**src/sv/tlv_packet_field_locator_defines.svh**
```systemverilog
// Assertion macros shared by the field locator modules.
// Each macro expects i_clk and i_rst_n in the enclosing scope.
`ifndef TLV_PACKET_FIELD_LOCATOR_DEFINES_SVH
`define TLV_PACKET_FIELD_LOCATOR_DEFINES_SVH

// cond must hold at every edge out of reset
`define TLVPFL_ASSERT_ALWAYS(label, cond, msg) \
    label: assert property (@(posedge i_clk) disable iff (!i_rst_n) (cond)) else $error(msg);

// cons must hold in the same cycle as ante
`define TLVPFL_ASSERT_IMPL(label, ante, cons, msg) \
    label: assert property (@(posedge i_clk) disable iff (!i_rst_n) (ante) |-> (cons)) \
        else $error(msg);

// cons must hold in the cycle after ante
`define TLVPFL_ASSERT_NEXT(label, ante, cons, msg) \
    label: assert property (@(posedge i_clk) disable iff (!i_rst_n) (ante) |=> (cons)) \
        else $error(msg);

`endif

```
**src/sv/tlvpfl_pkg.sv**
```systemverilog
`timescale 1ns / 1ps

package tlvpfl_pkg;

    localparam int POS_W = 18;
    localparam logic [POS_W-1:0] POS_MAX = 18'h3FFFF;
    localparam logic [POS_W-1:0] FIXED_LEN = 18'd8;
    localparam logic [POS_W-1:0] WRAPPER_LEN = 18'd4;
    localparam logic [15:0] HEADER_REC_LEN = 16'd8;
    localparam logic [2:0] MAX_HITS = 3'd5;

    // packet type byte of the fixed header
    localparam logic [7:0] PKT_INTEREST = 8'h01;
    localparam logic [7:0] PKT_CONTENT = 8'h02;
    localparam logic [7:0] PKT_CONTROL = 8'hA4;

    // type codes of the type-length headers
    localparam logic [15:0] T_NAME = 16'h0000;
    localparam logic [15:0] T_KEYID = 16'h0001;
    localparam logic [15:0] T_OBJECT_HASH = 16'h0002;
    localparam logic [15:0] T_LIFETIME = 16'h0005;
    localparam logic [15:0] T_HOP_LIMIT = 16'h0002;
    localparam logic [15:0] T_NAME_AUTH = 16'h0002;
    localparam logic [15:0] T_CONTROL = 16'hBEEF;

    localparam int QUEUE_DEPTH = 4;
    localparam int QPTR_W = $clog2(QUEUE_DEPTH);
    localparam int QCNT_W = $clog2(QUEUE_DEPTH + 1);

    typedef enum logic [2:0] {
        PH_FIXED,
        PH_PERHOP,
        PH_MSG,
        PH_INNER,
        PH_INNER_WAIT,
        PH_IDLE
    } t_phase;

    typedef enum logic [2:0] {
        REC_HEADER   = 3'd0,
        REC_HOPLIMIT = 3'd1,
        REC_NAME     = 3'd2,
        REC_KEYID    = 3'd3,
        REC_OBJHASH  = 3'd4,
        REC_LIFETIME = 3'd5,
        REC_CONTROL  = 3'd6,
        REC_END      = 3'd7
    } t_rec_kind;

    typedef enum logic [1:0] {
        ST_OK      = 2'd0,
        ST_VERSION = 2'd1,
        ST_SHORT   = 2'd2,
        ST_LONG    = 2'd3
    } t_status;

    typedef struct packed {
        logic [7:0] data_byte;
        logic       final_byte;
    } t_in_item;

    typedef struct packed {
        logic [2:0]       record_kind;
        logic [POS_W-1:0] value_offset;
        logic [15:0]      value_length;
        logic [7:0]       packet_kind;
        logic [POS_W-1:0] total_length;
        logic [15:0]      headers_length;
        logic [1:0]       status;
        logic             last_of_run;
    } t_out_item;

    // results of one byte; item1 is only used together with item0
    typedef struct packed {
        logic      push0;
        logic      push1;
        t_out_item item0;
        t_out_item item1;
    } t_push;

    // number of fields after which the message walk stops
    function automatic logic [2:0] hit_limit(input logic [7:0] kind);
        logic [2:0] lim;
        if (kind == PKT_INTEREST) begin
            lim = 3'd5;
        end else if (kind == PKT_CONTENT) begin
            lim = 3'd2;
        end else begin
            lim = 3'd1;
        end
        return lim;
    endfunction

endpackage

```
**src/sv/tlvpfl_parser.sv**
```systemverilog
`timescale 1ns / 1ps
`include "tlv_packet_field_locator_defines.svh"

module tlvpfl_parser (
    input  logic                 i_clk,
    input  logic                 i_rst_n,
    input  logic                 i_accept,
    input  tlvpfl_pkg::t_in_item i_item,
    output tlvpfl_pkg::t_push    o_push
);

    localparam int W = tlvpfl_pkg::POS_W;

    logic [W-1:0]          r_position;
    tlvpfl_pkg::t_phase    r_phase, n_phase;
    logic [63:0]           r_header, n_header;
    logic [23:0]           r_tl_gather, n_tl_gather;
    logic [1:0]            r_tl_index, n_tl_index;
    logic [W-1:0]          r_value_end, n_value_end;
    logic [W-1:0]          r_headers_end, n_headers_end;
    logic [W-1:0]          r_packet_end, n_packet_end;
    logic [W-1:0]          r_inner_end, n_inner_end;
    logic [2:0]            r_found, n_found;
    tlvpfl_pkg::t_status   r_end_status, n_end_status;

    // walk state after a section end has been resolved for this byte
    tlvpfl_pkg::t_phase    ph1;
    logic [W-1:0]          ve1;
    logic [2:0]            found1, found2;
    logic [1:0]            tli1;

    logic [7:0]            pkt;
    logic                  is_ic;
    logic [63:0]           header_shift;
    logic                  fixed_done;
    logic [31:0]           gather_new;
    logic [15:0]           tl_type, tl_len;
    logic [W-1:0]          value_off;
    logic                  wait_value, past_end, msg_stop;
    logic [2:0]            lim;
    logic                  take, complete, walk_emit, enter_inner, found_inc;
    tlvpfl_pkg::t_rec_kind walk_kind;
    logic                  has_a, fin;
    logic [W-1:0]          end_count;
    tlvpfl_pkg::t_status   end_status;
    tlvpfl_pkg::t_out_item rec_a, rec_end;

    assign pkt          = r_header[55:48];
    assign is_ic        = (pkt == tlvpfl_pkg::PKT_INTEREST) || (pkt == tlvpfl_pkg::PKT_CONTENT);
    assign header_shift = {r_header[55:0], i_item.data_byte};
    assign fixed_done   = (r_phase == tlvpfl_pkg::PH_FIXED)
                        && (r_position >= tlvpfl_pkg::FIXED_LEN - W'(1));
    assign gather_new   = {r_tl_gather, i_item.data_byte};
    assign tl_type      = gather_new[31:16];
    assign tl_len       = gather_new[15:0];
    assign value_off    = r_position + W'(1);
    assign lim          = tlvpfl_pkg::hit_limit(pkt);
    assign fin          = i_item.final_byte;

    // section end reached: move on before looking at this byte
    always_comb begin
        ph1    = r_phase;
        ve1    = r_value_end;
        found1 = r_found;
        tli1   = r_tl_index;
        if (r_phase == tlvpfl_pkg::PH_PERHOP && r_position >= r_headers_end) begin
            found1 = '0;
            tli1   = '0;
            if (is_ic) begin
                ve1 = r_headers_end + tlvpfl_pkg::WRAPPER_LEN;
                ph1 = tlvpfl_pkg::PH_MSG;
            end else if (pkt == tlvpfl_pkg::PKT_CONTROL) begin
                ve1 = r_headers_end;
                ph1 = tlvpfl_pkg::PH_MSG;
            end else begin
                ph1 = tlvpfl_pkg::PH_IDLE;
            end
        end else if ((r_phase == tlvpfl_pkg::PH_INNER || r_phase == tlvpfl_pkg::PH_INNER_WAIT)
                     && r_position >= r_inner_end) begin
            ph1  = tlvpfl_pkg::PH_MSG;
            ve1  = r_inner_end;
            tli1 = '0;
        end
    end

    assign wait_value = (tli1 == 2'd0) && (r_position < ve1);
    assign past_end   = r_position >= r_packet_end;
    assign msg_stop   = (ph1 == tlvpfl_pkg::PH_MSG) && !wait_value
                      && (past_end || (tli1 == 2'd0 && found1 >= lim));

    // byte take and field match
    always_comb begin
        take      = 1'b0;
        walk_emit = 1'b0;
        walk_kind = tlvpfl_pkg::REC_NAME;
        unique case (ph1)
            tlvpfl_pkg::PH_PERHOP: take = is_ic && (found1 == 3'd0) && !wait_value;
            tlvpfl_pkg::PH_MSG:    take = !wait_value && !msg_stop;
            tlvpfl_pkg::PH_INNER:  take = !past_end && !wait_value;
            default:               take = 1'b0;
        endcase
        complete = take && (tli1 == 2'd3);
        if (complete) begin
            unique case (ph1)
                tlvpfl_pkg::PH_PERHOP: begin
                    walk_emit = tl_type == tlvpfl_pkg::T_HOP_LIMIT;
                    walk_kind = tlvpfl_pkg::REC_HOPLIMIT;
                end
                tlvpfl_pkg::PH_MSG: begin
                    priority if (pkt == tlvpfl_pkg::PKT_INTEREST) begin
                        walk_emit = 1'b1;
                        priority if (tl_type == tlvpfl_pkg::T_NAME) begin
                            walk_kind = tlvpfl_pkg::REC_NAME;
                        end else if (tl_type == tlvpfl_pkg::T_KEYID) begin
                            walk_kind = tlvpfl_pkg::REC_KEYID;
                        end else if (tl_type == tlvpfl_pkg::T_OBJECT_HASH) begin
                            walk_kind = tlvpfl_pkg::REC_OBJHASH;
                        end else if (tl_type == tlvpfl_pkg::T_LIFETIME) begin
                            walk_kind = tlvpfl_pkg::REC_LIFETIME;
                        end else begin
                            walk_emit = 1'b0;
                        end
                    end else if (pkt == tlvpfl_pkg::PKT_CONTENT) begin
                        walk_emit = tl_type == tlvpfl_pkg::T_NAME;
                        walk_kind = tlvpfl_pkg::REC_NAME;
                    end else begin
                        walk_emit = tl_type == tlvpfl_pkg::T_CONTROL;
                        walk_kind = tlvpfl_pkg::REC_CONTROL;
                    end
                end
                tlvpfl_pkg::PH_INNER: begin
                    walk_emit = tl_type == tlvpfl_pkg::T_KEYID;
                    walk_kind = tlvpfl_pkg::REC_KEYID;
                end
                default: walk_emit = 1'b0;
            endcase
        end
    end

    assign enter_inner = complete && (ph1 == tlvpfl_pkg::PH_MSG)
                       && (pkt == tlvpfl_pkg::PKT_CONTENT) && (tl_type == tlvpfl_pkg::T_NAME_AUTH);
    // the name-authenticator section counts as a hit, the keyid inside it does not
    assign found_inc   = (walk_emit && ph1 != tlvpfl_pkg::PH_INNER) || enter_inner;
    assign found2      = found1 + 3'(found_inc);

    // next state
    always_comb begin
        n_phase       = r_phase;
        n_header      = r_header;
        n_tl_gather   = r_tl_gather;
        n_tl_index    = r_tl_index;
        n_value_end   = r_value_end;
        n_headers_end = r_headers_end;
        n_packet_end  = r_packet_end;
        n_inner_end   = r_inner_end;
        n_found       = r_found;
        n_end_status  = r_end_status;
        if (r_phase == tlvpfl_pkg::PH_FIXED) begin
            n_header = header_shift;
            if (fixed_done) begin
                n_headers_end = tlvpfl_pkg::FIXED_LEN + W'(header_shift[15:0]);
                n_packet_end  = W'(header_shift[47:32]) + W'(header_shift[15:0])
                              + tlvpfl_pkg::FIXED_LEN;
                n_end_status  = (header_shift[63:56] != 8'd0) ? tlvpfl_pkg::ST_VERSION
                                                              : tlvpfl_pkg::ST_OK;
                n_found       = '0;
                n_tl_index    = '0;
                n_tl_gather   = '0;
                n_value_end   = tlvpfl_pkg::FIXED_LEN;
                n_phase       = tlvpfl_pkg::PH_PERHOP;
            end
        end else begin
            n_phase     = ph1;
            n_value_end = ve1;
            n_found     = found2;
            n_tl_index  = tli1;
            if (take) begin
                n_tl_gather = gather_new[23:0];
                n_tl_index  = complete ? 2'd0 : tli1 + 2'd1;
                if (complete) begin
                    n_value_end = value_off + W'(tl_len);
                end
            end
            unique case (ph1)
                tlvpfl_pkg::PH_MSG: begin
                    priority if (msg_stop) begin
                        n_tl_index = '0;
                        n_phase    = tlvpfl_pkg::PH_IDLE;
                    end else if (enter_inner) begin
                        n_inner_end = value_off + W'(tl_len);
                        n_value_end = value_off;
                        n_phase     = tlvpfl_pkg::PH_INNER;
                    end else if (complete && found2 >= lim) begin
                        n_phase = tlvpfl_pkg::PH_IDLE;
                    end
                end
                tlvpfl_pkg::PH_INNER: begin
                    priority if (past_end) begin
                        n_tl_index = '0;
                        n_phase    = tlvpfl_pkg::PH_IDLE;
                    end else if (walk_emit) begin
                        n_phase = tlvpfl_pkg::PH_INNER_WAIT;
                    end
                end
                default: begin
                end
            endcase
        end
    end

    // records
    always_comb begin
        has_a     = fixed_done || walk_emit;
        end_count = (r_position < tlvpfl_pkg::POS_MAX) ? value_off : tlvpfl_pkg::POS_MAX;
        priority if (n_phase == tlvpfl_pkg::PH_FIXED || end_count < n_packet_end) begin
            end_status = tlvpfl_pkg::ST_SHORT;
        end else if (end_count > n_packet_end) begin
            end_status = tlvpfl_pkg::ST_LONG;
        end else begin
            end_status = n_end_status;
        end

        rec_a.record_kind    = fixed_done ? tlvpfl_pkg::REC_HEADER : walk_kind;
        rec_a.value_offset   = fixed_done ? '0 : value_off;
        rec_a.value_length   = fixed_done ? tlvpfl_pkg::HEADER_REC_LEN : tl_len;
        rec_a.packet_kind    = n_header[55:48];
        rec_a.total_length   = n_packet_end;
        rec_a.headers_length = n_header[15:0];
        rec_a.status         = tlvpfl_pkg::ST_OK;
        rec_a.last_of_run    = !fin;

        rec_end.record_kind  = tlvpfl_pkg::REC_END;
        rec_end.value_offset = end_count;
        rec_end.value_length = '0;
        if (n_phase != tlvpfl_pkg::PH_FIXED) begin
            rec_end.packet_kind    = n_header[55:48];
            rec_end.total_length   = n_packet_end;
            rec_end.headers_length = n_header[15:0];
        end else begin
            rec_end.packet_kind    = '0;
            rec_end.total_length   = '0;
            rec_end.headers_length = '0;
        end
        rec_end.status      = end_status;
        rec_end.last_of_run = 1'b1;

        o_push.push0 = i_accept && (has_a || fin);
        o_push.push1 = i_accept && has_a && fin;
        o_push.item0 = has_a ? rec_a : rec_end;
        o_push.item1 = rec_end;
    end

    always_ff @(posedge i_clk) begin
        if (!i_rst_n || (i_accept && fin)) begin
            r_position    <= '0;
            r_phase       <= tlvpfl_pkg::PH_FIXED;
            r_header      <= '0;
            r_tl_gather   <= '0;
            r_tl_index    <= '0;
            r_value_end   <= '0;
            r_headers_end <= '0;
            r_packet_end  <= '0;
            r_inner_end   <= '0;
            r_found       <= '0;
            r_end_status  <= tlvpfl_pkg::ST_OK;
        end else if (i_accept) begin
            if (r_position < tlvpfl_pkg::POS_MAX) begin
                r_position <= value_off;
            end
            r_phase       <= n_phase;
            r_header      <= n_header;
            r_tl_gather   <= n_tl_gather;
            r_tl_index    <= n_tl_index;
            r_value_end   <= n_value_end;
            r_headers_end <= n_headers_end;
            r_packet_end  <= n_packet_end;
            r_inner_end   <= n_inner_end;
            r_found       <= n_found;
            r_end_status  <= n_end_status;
        end
    end

    `TLVPFL_ASSERT_IMPL(a_fixed_pos, r_phase == tlvpfl_pkg::PH_FIXED, r_position < tlvpfl_pkg::FIXED_LEN, "fixed header phase past byte 8")
    `TLVPFL_ASSERT_NEXT(a_hdr_done, i_accept && fixed_done && !fin, r_phase == tlvpfl_pkg::PH_PERHOP, "header did not start per-hop walk")
    `TLVPFL_ASSERT_IMPL(a_inner_content, r_phase == tlvpfl_pkg::PH_INNER || r_phase == tlvpfl_pkg::PH_INNER_WAIT, r_header[55:48] == tlvpfl_pkg::PKT_CONTENT, "inner walk outside content packet")
    `TLVPFL_ASSERT_ALWAYS(a_found_max, r_found <= tlvpfl_pkg::MAX_HITS, "hit count beyond limit")

endmodule

```
**src/sv/tlvpfl_out_queue.sv**
```systemverilog
`timescale 1ns / 1ps
`include "tlv_packet_field_locator_defines.svh"

module tlvpfl_out_queue (
    input  logic                  i_clk,
    input  logic                  i_rst_n,
    input  tlvpfl_pkg::t_push     i_push,
    input  logic                  i_pop,
    output tlvpfl_pkg::t_out_item o_item,
    output logic                  o_valid,
    output logic                  o_pair_room
);

    localparam int PW = tlvpfl_pkg::QPTR_W;
    localparam int CW = tlvpfl_pkg::QCNT_W;

    tlvpfl_pkg::t_out_item r_slots [tlvpfl_pkg::QUEUE_DEPTH];
    logic [PW-1:0]         r_wr_ptr, n_wr_ptr;
    logic [PW-1:0]         r_rd_ptr, n_rd_ptr;
    logic [CW-1:0]         r_count, n_count;

    assign o_item      = r_slots[r_rd_ptr];
    assign o_valid     = r_count != '0;
    // room for the two results a single byte can cause
    assign o_pair_room = r_count <= CW'(tlvpfl_pkg::QUEUE_DEPTH - 2);

    always_comb begin
        n_wr_ptr = r_wr_ptr + PW'(i_push.push0) + PW'(i_push.push1);
        n_rd_ptr = r_rd_ptr + PW'(i_pop);
        n_count  = r_count + CW'(i_push.push0) + CW'(i_push.push1) - CW'(i_pop);
    end

    always_ff @(posedge i_clk) begin
        if (i_push.push0) begin
            r_slots[r_wr_ptr] <= i_push.item0;
        end
        if (i_push.push1) begin
            r_slots[r_wr_ptr + PW'(1)] <= i_push.item1;
        end
    end

    always_ff @(posedge i_clk) begin
        if (!i_rst_n) begin
            r_wr_ptr <= '0;
            r_rd_ptr <= '0;
            r_count  <= '0;
        end else begin
            r_wr_ptr <= n_wr_ptr;
            r_rd_ptr <= n_rd_ptr;
            r_count  <= n_count;
        end
    end

    `TLVPFL_ASSERT_ALWAYS(a_count_max, r_count <= CW'(tlvpfl_pkg::QUEUE_DEPTH), "result queue overflow")
    `TLVPFL_ASSERT_IMPL(a_pair_order, i_push.push1, i_push.push0, "second result pushed without first")
    `TLVPFL_ASSERT_IMPL(a_pair_fits, i_push.push0, o_pair_room, "push while queue lacks room")

endmodule

```
**src/sv/tlv_packet_field_locator.sv**
```systemverilog
`timescale 1ns / 1ps

// Streaming field locator for version-0 TLV packets. One packet byte is taken per cycle
// in wire order while input is not stalled; the fixed header yields a header record, and
// the per-hop, message and name-authenticator walks yield one record per field found
// (value offset and length), with an end record carrying the status on the byte marked
// final. Each byte is decoded in the cycle it is taken and its results are registered into
// a four-entry result queue, which offers them in order. Input runs at one byte per clock
// while the queue holds at most two results; the output drains one result per clock while
// i_out_stall is low. A byte may cause two results (a field or header record plus the end
// record), and input is stalled whenever the queue holds three or more.
module tlv_packet_field_locator (
    input  logic                  i_clk,
    input  logic                  i_rst_n,
    input  logic                  i_in_valid,
    output logic                  o_in_stall,
    input  tlvpfl_pkg::t_in_item  i_in_data,
    output logic                  o_out_valid,
    input  logic                  i_out_stall,
    output tlvpfl_pkg::t_out_item o_out_data
);

    logic              in_transfer;
    logic              out_transfer;
    logic              pair_room;
    tlvpfl_pkg::t_push push;

    assign o_in_stall   = !pair_room;
    assign in_transfer  = i_in_valid && pair_room;
    assign out_transfer = o_out_valid && !i_out_stall;

    tlvpfl_parser u_parser (
        .i_clk    (i_clk),
        .i_rst_n  (i_rst_n),
        .i_accept (in_transfer),
        .i_item   (i_in_data),
        .o_push   (push)
    );

    tlvpfl_out_queue u_out_queue (
        .i_clk       (i_clk),
        .i_rst_n     (i_rst_n),
        .i_push      (push),
        .i_pop       (out_transfer),
        .o_item      (o_out_data),
        .o_valid     (o_out_valid),
        .o_pair_room (pair_room)
    );

endmodule
```
**config.mk**
```make
export PLATFORM = sky130hd
export DESIGN_NAME = tlv_packet_field_locator
export DESIGN_NICKNAME = d
export VERILOG_FILES = /design/src/sv/tlvpfl_pkg.sv /design/src/sv/tlvpfl_parser.sv /design/src/sv/tlvpfl_out_queue.sv /design/src/sv/tlv_packet_field_locator.sv
export VERILOG_INCLUDE_DIRS = /design/src /design/src/sv
export SDC_FILE = /design/constraint.sdc
export NUM_CORES = 1
export LEC_CHECK = 0
export ABC_AREA = 1
export BUFFER_PORTS_ARGS = -buffer_cell sky130_fd_sc_hd__buf_2
export CAP_MARGIN = 20
export CORE_MARGIN = 3
export CORE_UTILIZATION = 50
export DETAILED_ROUTE_END_ITERATION = 6
export GPL_TIMING_DRIVEN = 0
export PLACE_DENSITY = 0.75
export SLEW_MARGIN = 20
export SYNTH_ARGS = -nofsm -noshare
export SYNTH_HDL_FRONTEND = slang
export SYNTH_SLANG_ARGS = --single-unit
```
**constraint.sdc**
```tcl
create_clock -name i_clk -period 11.8 [get_ports i_clk]
set_clock_uncertainty 0.15 [all_clocks]
set_input_delay 0 -clock i_clk [delete_from_list [all_inputs] [get_ports i_clk]]
set_output_delay 0 -clock i_clk [all_outputs]
set_load 0.01 [all_outputs]
```
# Word-level counts from Yosys, hierarchy flattened

Memory sizes are Yosys's and may differ from the RTL's. A register that Yosys moved wholly into a read port is not among the register bits.
Index checks and enable logic that the tools add are counted.

Add/subtract/negate cells: 15
Order comparisons: 11
Eq/ne operators: 16
Multiplexer cells: 76
Bitwise gates (word level): 2
Reductions and logical operators: 53

Operators by type and width:

| kind                                                                   | count |
|---|---|
| 18-bit 2-to-1 mux                                                      | 15 |
| 82-bit 2-to-1 mux                                                      | 1 |
| 24-bit 2-to-1 mux                                                      | 3 |
| 3-bit 2-to-1 mux                                                       | 23 |
| 56-bit 2-to-1 mux                                                      | 1 |
| 18-bit >= comparator                                                   | 3 |
| 42-bit 2-to-1 mux                                                      | 1 |
| 18-bit less-than comparator                                            | 2 |
| 2-bit 2-to-1 mux                                                       | 14 |
| 1-bit logical AND                                                      | 23 |
| 18-bit by 1-bit adder with 18-bit output, second input constant        | 1 |
| 18-bit by 16-bit adder with 18-bit output                              | 1 |
| 18-bit by 3-bit adder with 18-bit output, second input constant        | 1 |
| 18-bit by 4-bit adder with 18-bit output, second input constant        | 1 |
| 18-bit by 3-bit >= comparator with 1-bit output, second input constant | 1 |
| 18-bit > comparator                                                    | 1 |
| 18-bit less-than comparator, second input constant                     | 1 |
| 16-bit by 16-bit adder with 17-bit output                              | 1 |
| 4-bit by 16-bit adder with 17-bit output, first input constant         | 1 |
| 16-bit by 1-bit == test with 1-bit output, second input constant       | 1 |
| 16-bit == test, second input constant                                  | 1 |
| 16-bit by 2-bit == test with 1-bit output, second input constant       | 1 |
| 16-bit by 3-bit == test with 1-bit output, second input constant       | 1 |
| 16-bit logical NOT                                                     | 1 |
| other kinds (32)                                                       | 73 |

Bits in registers: 187
RAM bits: 328
Bits of input ports: 13
Output and inout bits: 84
Logic and storage cells: 189
Memories: 1

Memory list:

| name                | words | width | read ports | clocked after memory_dff | wr ports | line                   | text |
|---|---|---|---|---|---|---|---|
| u_out_queue.r_slots | 4     | 82    | 1          | 1                        | 2        | tlvpfl_out_queue.sv:17 | `tlvpfl_pkg::t_out_item r_slots [tlvpfl_pkg::QUEUE_DEPTH];` |

# Longest topological paths before layout

Depth in word-level cells: 30
Gate-level depth with buffers: 46
Gate-level depth less buffers: 43

# By module

A second synthesis with hierarchy kept.

Cells, all modules: 4589
Area, all modules: 33337.0 µm²

Modules (own cells, without submodules):

| module                   | instances | cells an instance | area each (µm²) | sequential area each (µm²) |
|---|---|---|---|---|
| tlvpfl_out_queue         | 1         | 2447              | 19169.6         | 9989.6 |
| tlvpfl_parser            | 1         | 2137              | 14146.1         | 3583.4 |
| tlv_packet_field_locator | 1         | 5                 | 21.3            | 0.0 |

# Worst setup path before layout

Ideal clock, no wire load.

Path type: flip-flop to flip-flop
Start: register u_parser.r_position[9]
End: memory u_out_queue.r_slots[3][10] in the netlist's numbering, enable pin
Library setup time: 0.422 ns
Arrival time: 5.374 ns
Data required time: 11.228 ns
Setup slack: 5.854 ns
Cell stages (with the launch flop): 29
Buffers on the path: 3
Clock period less this slack: 5.946 ns
Cells stage by stage: dfxtp_1 ha_1 a21o_1 nor2_1 nand2_1 nand2_1 nand3_2 nand2_2 buf_2 clkinv_1 clkbuf_1 nand2_1 o211ai_1 o21ai_0 inv_1 ha_1 a21oi_1 o21a_1 o211ai_1 a221oi_1 nand2_1 nand2_1 nand2_2 nand2_2 nand4_4 nand2_4 nand3_4 buf_6 nand2_1

RTL lines:

| element                  | line                   | text |
|---|---|---|
| start: declaration       | tlvpfl_parser.sv:14    | `logic [W-1:0] r_position;` |
| start signal: assignment | tlvpfl_parser.sv:268   | `r_position <= value_off;` |
| end: declaration         | tlvpfl_out_queue.sv:17 |  |

# Worst setup path after layout

Start: register u_parser.r_position[5]
End: register u_out_queue.r_count[1]

Word-level cells in the longest chain between the ends: 20
Elaborated cells on any way between the ends: 46
Classes of those cells: 3 x add/sub; 6 x order compare; 4 x eq/ne; 10 x mux; 23 x reduce/logical

Ends and longest elaborated chain:

| element                                                          | line                                     | text |
|---|---|---|
| 18-bit >= comparator                                             | tlvpfl_parser.sv:79                      | `&& r_position >= r_inner_end) begin` |
| 1-bit logical AND                                                | tlvpfl_parser.sv:79                      |  |
| 18-bit 2-to-1 mux or 2-bit 2-to-1 mux (tied branches)            | tlvpfl_parser.sv:78                      | `end else if ((r_phase == tlvpfl_pkg::PH_INNER \|\| r_phase == tlvpfl_pkg::PH_INNER_WAIT)` |
| 18-bit 2-to-1 mux or 2-bit 2-to-1 mux (tied branches)            | tlvpfl_parser.sv:66                      | `if (r_phase == tlvpfl_pkg::PH_PERHOP && r_position >= r_headers_end) begin` |
| 18-bit less-than comparator or 2-bit logical NOT (tied branches) | tlvpfl_parser.sv:86, tlvpfl_parser.sv:89 |  |
| 1-bit logical AND                                                | tlvpfl_parser.sv:86                      | `assign wait_value = (tli1 == 2'd0) && (r_position < ve1);` |
| 1-bit logical NOT                                                | --                                       |  |
| 1-bit logical AND                                                | tlvpfl_parser.sv:88                      | `assign msg_stop = (ph1 == tlvpfl_pkg::PH_MSG) && !wait_value` |
| [5 not listed]                                                   | --                                       |  |
| 1-bit 2-to-1 mux                                                 | tlvpfl_parser.sv:103                     | `if (complete) begin` |
| 1-bit logical OR *                                               | tlvpfl_parser.sv:213                     | `has_a = fixed_done \|\| walk_emit;` |
| 1-bit logical OR                                                 | tlvpfl_parser.sv:247                     | `o_push.push0 = i_accept && (has_a \|\| fin);` |
| 1-bit logical AND                                                | tlvpfl_parser.sv:247                     |  |
| 3-bit by 1-bit adder with 3-bit output                           | tlvpfl_out_queue.sv:30                   | `n_count = r_count + CW'(i_push.push0) + CW'(i_push.push1) - CW'(i_pop);` |
| 3-bit by 1-bit adder with 3-bit output *                         | tlvpfl_out_queue.sv:30                   |  |
| 3-bit by 1-bit subtractor with 3-bit output *                    | tlvpfl_out_queue.sv:30                   |  |
| via u_out_queue.n_count[1]                                       | tlvpfl_out_queue.sv:20                   | `logic [CW-1:0] r_count, n_count;` |
| end signal: assignment                                           | tlvpfl_out_queue.sv:50                   | `r_count <= n_count;` |
| end: declaration                                                 | tlvpfl_out_queue.sv:20                   |  |

The timed path passes the listed nets; every way through them passes the cells marked *.
A chain may end at the register's enable or synchronous reset.

==> flow_summary.ini <==
[clocking]
cts.clk_slew.worst_paths_ns = 0.06
clkSinkCount = 514
cts_tree = done
cts_max_level = 2
clkLatencyLatePin_ns = 0.63
post_cts_buffers = 0
root_buffer = clkbuf_16
cts-buffers-inserted = 54
cts_buffer_depth = 3

[grt]
grt-ovfl-total = 0
grt_max_degree = 47
grt_pass1_vias = 26300
grt_pass1_wl_um = 158000
grt_use_total_pct = 32.8
antenna_found_initial = 0

[floorplanning]
die-area_um2 = 62000
rows = 88
die_w_um = 249
initial_core_util_pct = 50.9
die_h_um = 249
ioPinCount = 97
core_um2 = 58000

[timing]
layout_setup_ws_ns = 3.50
worst_pin_slew_ns = 1.13
tns_ns = 0
rsz0062_at_grt = false
fin_crit_sh_pct = 70.3
slew_headroom_pct = 24.1
hold_viol = 0
maxSlewViolCount = 0
max_freq_ghz = 0.120
period_minus_slack_ns = 8.30
setup_viol = 0

[yosys]
synthAdderAreaFrac_pct = 6.15
synthSimpleGateAreaFrac_pct = 21.4
async_flop_share_pct = 0
synthDistinctLibCells = 61
avgSynthCellArea_um2 = 7.67
synth-edff-count = 248
synthMuxAreaShare_pct = 0
syn-num-nets = 4004
yosysMostFrequentCell = nand2_1
seq_area_frac_synth_pct = 43.3
synth.cell_area_um2 = 29500
synth_flop_cell = dfxtp_1
synth-xor-area-share_pct = 1.66
synth_compound_area_share_pct = 19.2
synth_largest_type_area_fraction_pct = 25.2
synth_top_family_by_area = simple AND/OR/NAND/NOR gates
syn_inst = 3849
yosys.area.top_type = edfxtp_1
ys_ff_latch = 514
yosys_warnings = 0
synthTopCellsByCount = nand2_1 (758), nor2_1 (467), a21oi_1 (406), o21ai_0 (403), inv_1 (336)
yosys-top-cells-area = edfxtp_1 (25%), dfxtp_1 (18%), nand2_1 (9.6%)

[critical_path]
cp.required_ns = 12.22
start_kind = register
cp_max_fo = 10
r2r_start = u_parser.r_position[5]$_SDFFE_PP0P_
crit_top_cell = nand2_1
reg2reg_depth = 33
crit_path_end_kind = register
r2r_setup_slack_ns = 3.50
crit_path_end = u_out_queue.r_count[1]$_SDFF_PN0_
cp.arrival_ns = 8.72
slowest_delay_ns = 0.80
r2r-end = u_out_queue.r_count[1]$_SDFF_PN0_
critPathLaunch = u_parser.r_position[5]$_SDFFE_PP0P_
slowest_stage = dfxtp_1
path_class = reg -> reg

[layout]
fillerInstances = 5219
drive_above_1_share_pct = 9.16
final_nets = 4171
num_antenna_cells = 0
area_growth_pct = 12.1

[detailed_routing]
wl_per_cell_um = 22.0
vias = 28700
dr.pass1.iters = 7
first_iter_violations = 3552
drt_wl_total_um = 106000
drc = 4
ant_nets = 0
vias_per_cell = 5.95

[power]
power.density_nw_per_um2 = 254
irDropWorstVdd_mv = 0.156
leakagePower_nw = 13.8

[placed_design]
hpwlAfterDp_um = 76800
port_buffers = 95
dpl_worst_slack_ns = 3.97
place.gp.congestion = 1.01

[run]
cap_violations = 0

[run_status]
violations = DRC
status = complete, but fails checks

[worst_hold_path]
hold_path.class = in -> reg
## layout make-up
cell class / count / area, um^2 / share of cell area [%]
tap: 765 / 957 / 2.89
timing repair buffer: 111 / 698 / 2.11
clock buffer: 65 / 1460 / 4.40
multi-input combinational: 2748 / 14300 / 43.3
inverter: 363 / 1370 / 4.14
sequential: 514 / 12800 / 38.6
buffer: 224 / 1080 / 3.26
clock inverter: 36 / 418 / 1.26
## through the flow
step / total power (W) / instance area, um^2 / instances / hold slack [ns] / util, %
3_5_place_dp: 0.00648 / 31100 / 4713 / 0.294 / 53.6
4_1_cts: 0.00829 / 33100 / 4826 / 0.0789 / 57.0
6_report: 0.00842 / 33100 / 4826 / 0.128 / 57.0
5_1_grt: 0.00887 / 33100 / 4826 / 0.186 / 57.0
3_3_place_gp: 0.00641 / 31000 / 4709 / 0.289 / 53.3
2_1_floorplan: 0.00509 / 29500 / 3849 / -0.0600 / -
## how the worst min path moves through the flow
stage,startpoint,end,slack (ns),depth (start not counted)
4_1_cts,i_in_data[0],u_out_queue.r_slots[2][68]$_DFFE_PP_,0.08,7
3_3_place_gp,i_rst_n,u_out_queue.r_count[1]$_SDFF_PN0_,0.29,3
3_5_place_dp,i_rst_n,u_out_queue.r_count[1]$_SDFF_PN0_,0.29,3
6_report,i_in_data[0],u_out_queue.r_slots[2][68]$_DFFE_PP_,0.13,7
2_1_floorplan,i_in_data[4],u_parser.r_headers_end[3]$_SDFFE_PP0P_,-0.06,1
5_1_grt,i_in_data[0],u_out_queue.r_slots[2][67]$_DFFE_PP_,0.19,7
## sequential cells by signal, indices dropped and copies added, names as in the netlist, 17 cells and up
register                count
u_parser.r_position        18
u_parser.r_headers_end     17
u_parser.r_inner_end       18
u_parser.r_tl_gather       24
u_parser.r_packet_end      18
u_parser.r_header          56
u_out_queue.r_slots       328
u_parser.r_value_end       18
## power by group
group	switching (W)	total [W]	internal, W	leakage, nW
sequential	0.000260	0.00259	0.00233	4.55
combinational	0.00286	0.00402	0.00116	8.38
clock	0.000762	0.00182	0.00106	0.901
## cells by family (layout without fill, tap and decap cells)
family,count (synthesis),in the layout
DFF,514,514
AOI/OAI and AO/OA,1038,1038
adders and majority gates,142,142
xor gates and xnor gates,56,56
and+or+nand+nor,1512,1512
buffers and inverters,587,799
## what timing repair did
action                    4_1_cts  5_1_grt
resized for setup               0        0
hold buffers                   12        0
hold endpoints to repair       52        0
## routing by layer
| metal | track usage (%) | wire length [um] |
|---|---|---|
| met4 | 19.5 | 7120 |
| met2 | 49.8 | 45600 |
| met1 | 43.4 | 40300 |
| met3 | 6.74 | 13100 |
| met5 | 0 | 0 |
## worst max-delay path, delay by kind of cell (launching register included)
kind,cells,cell delay (ns)
AOI/OAI and AO/OA,3,0.64
buffers and inverters,9,2.05
adders and majority gates,5,1.91
and+or+nand+nor,16,2.68
DFF,1,0.80
## cells in the final DEF, fill, tap and decap left out, drive strengths merged, types with 31 or more instances in the layout
cell type,instances
a21oi,431
buf,193
clkbuf,195
dfxtp,266
edfxtp,248
ha,137
inv,358
nand2,770
nand3,170
nand4,35
nor2,475
nor3,31
o21ai,419
o22ai,77
xor2,47
(Power assumes the default switching activity.)
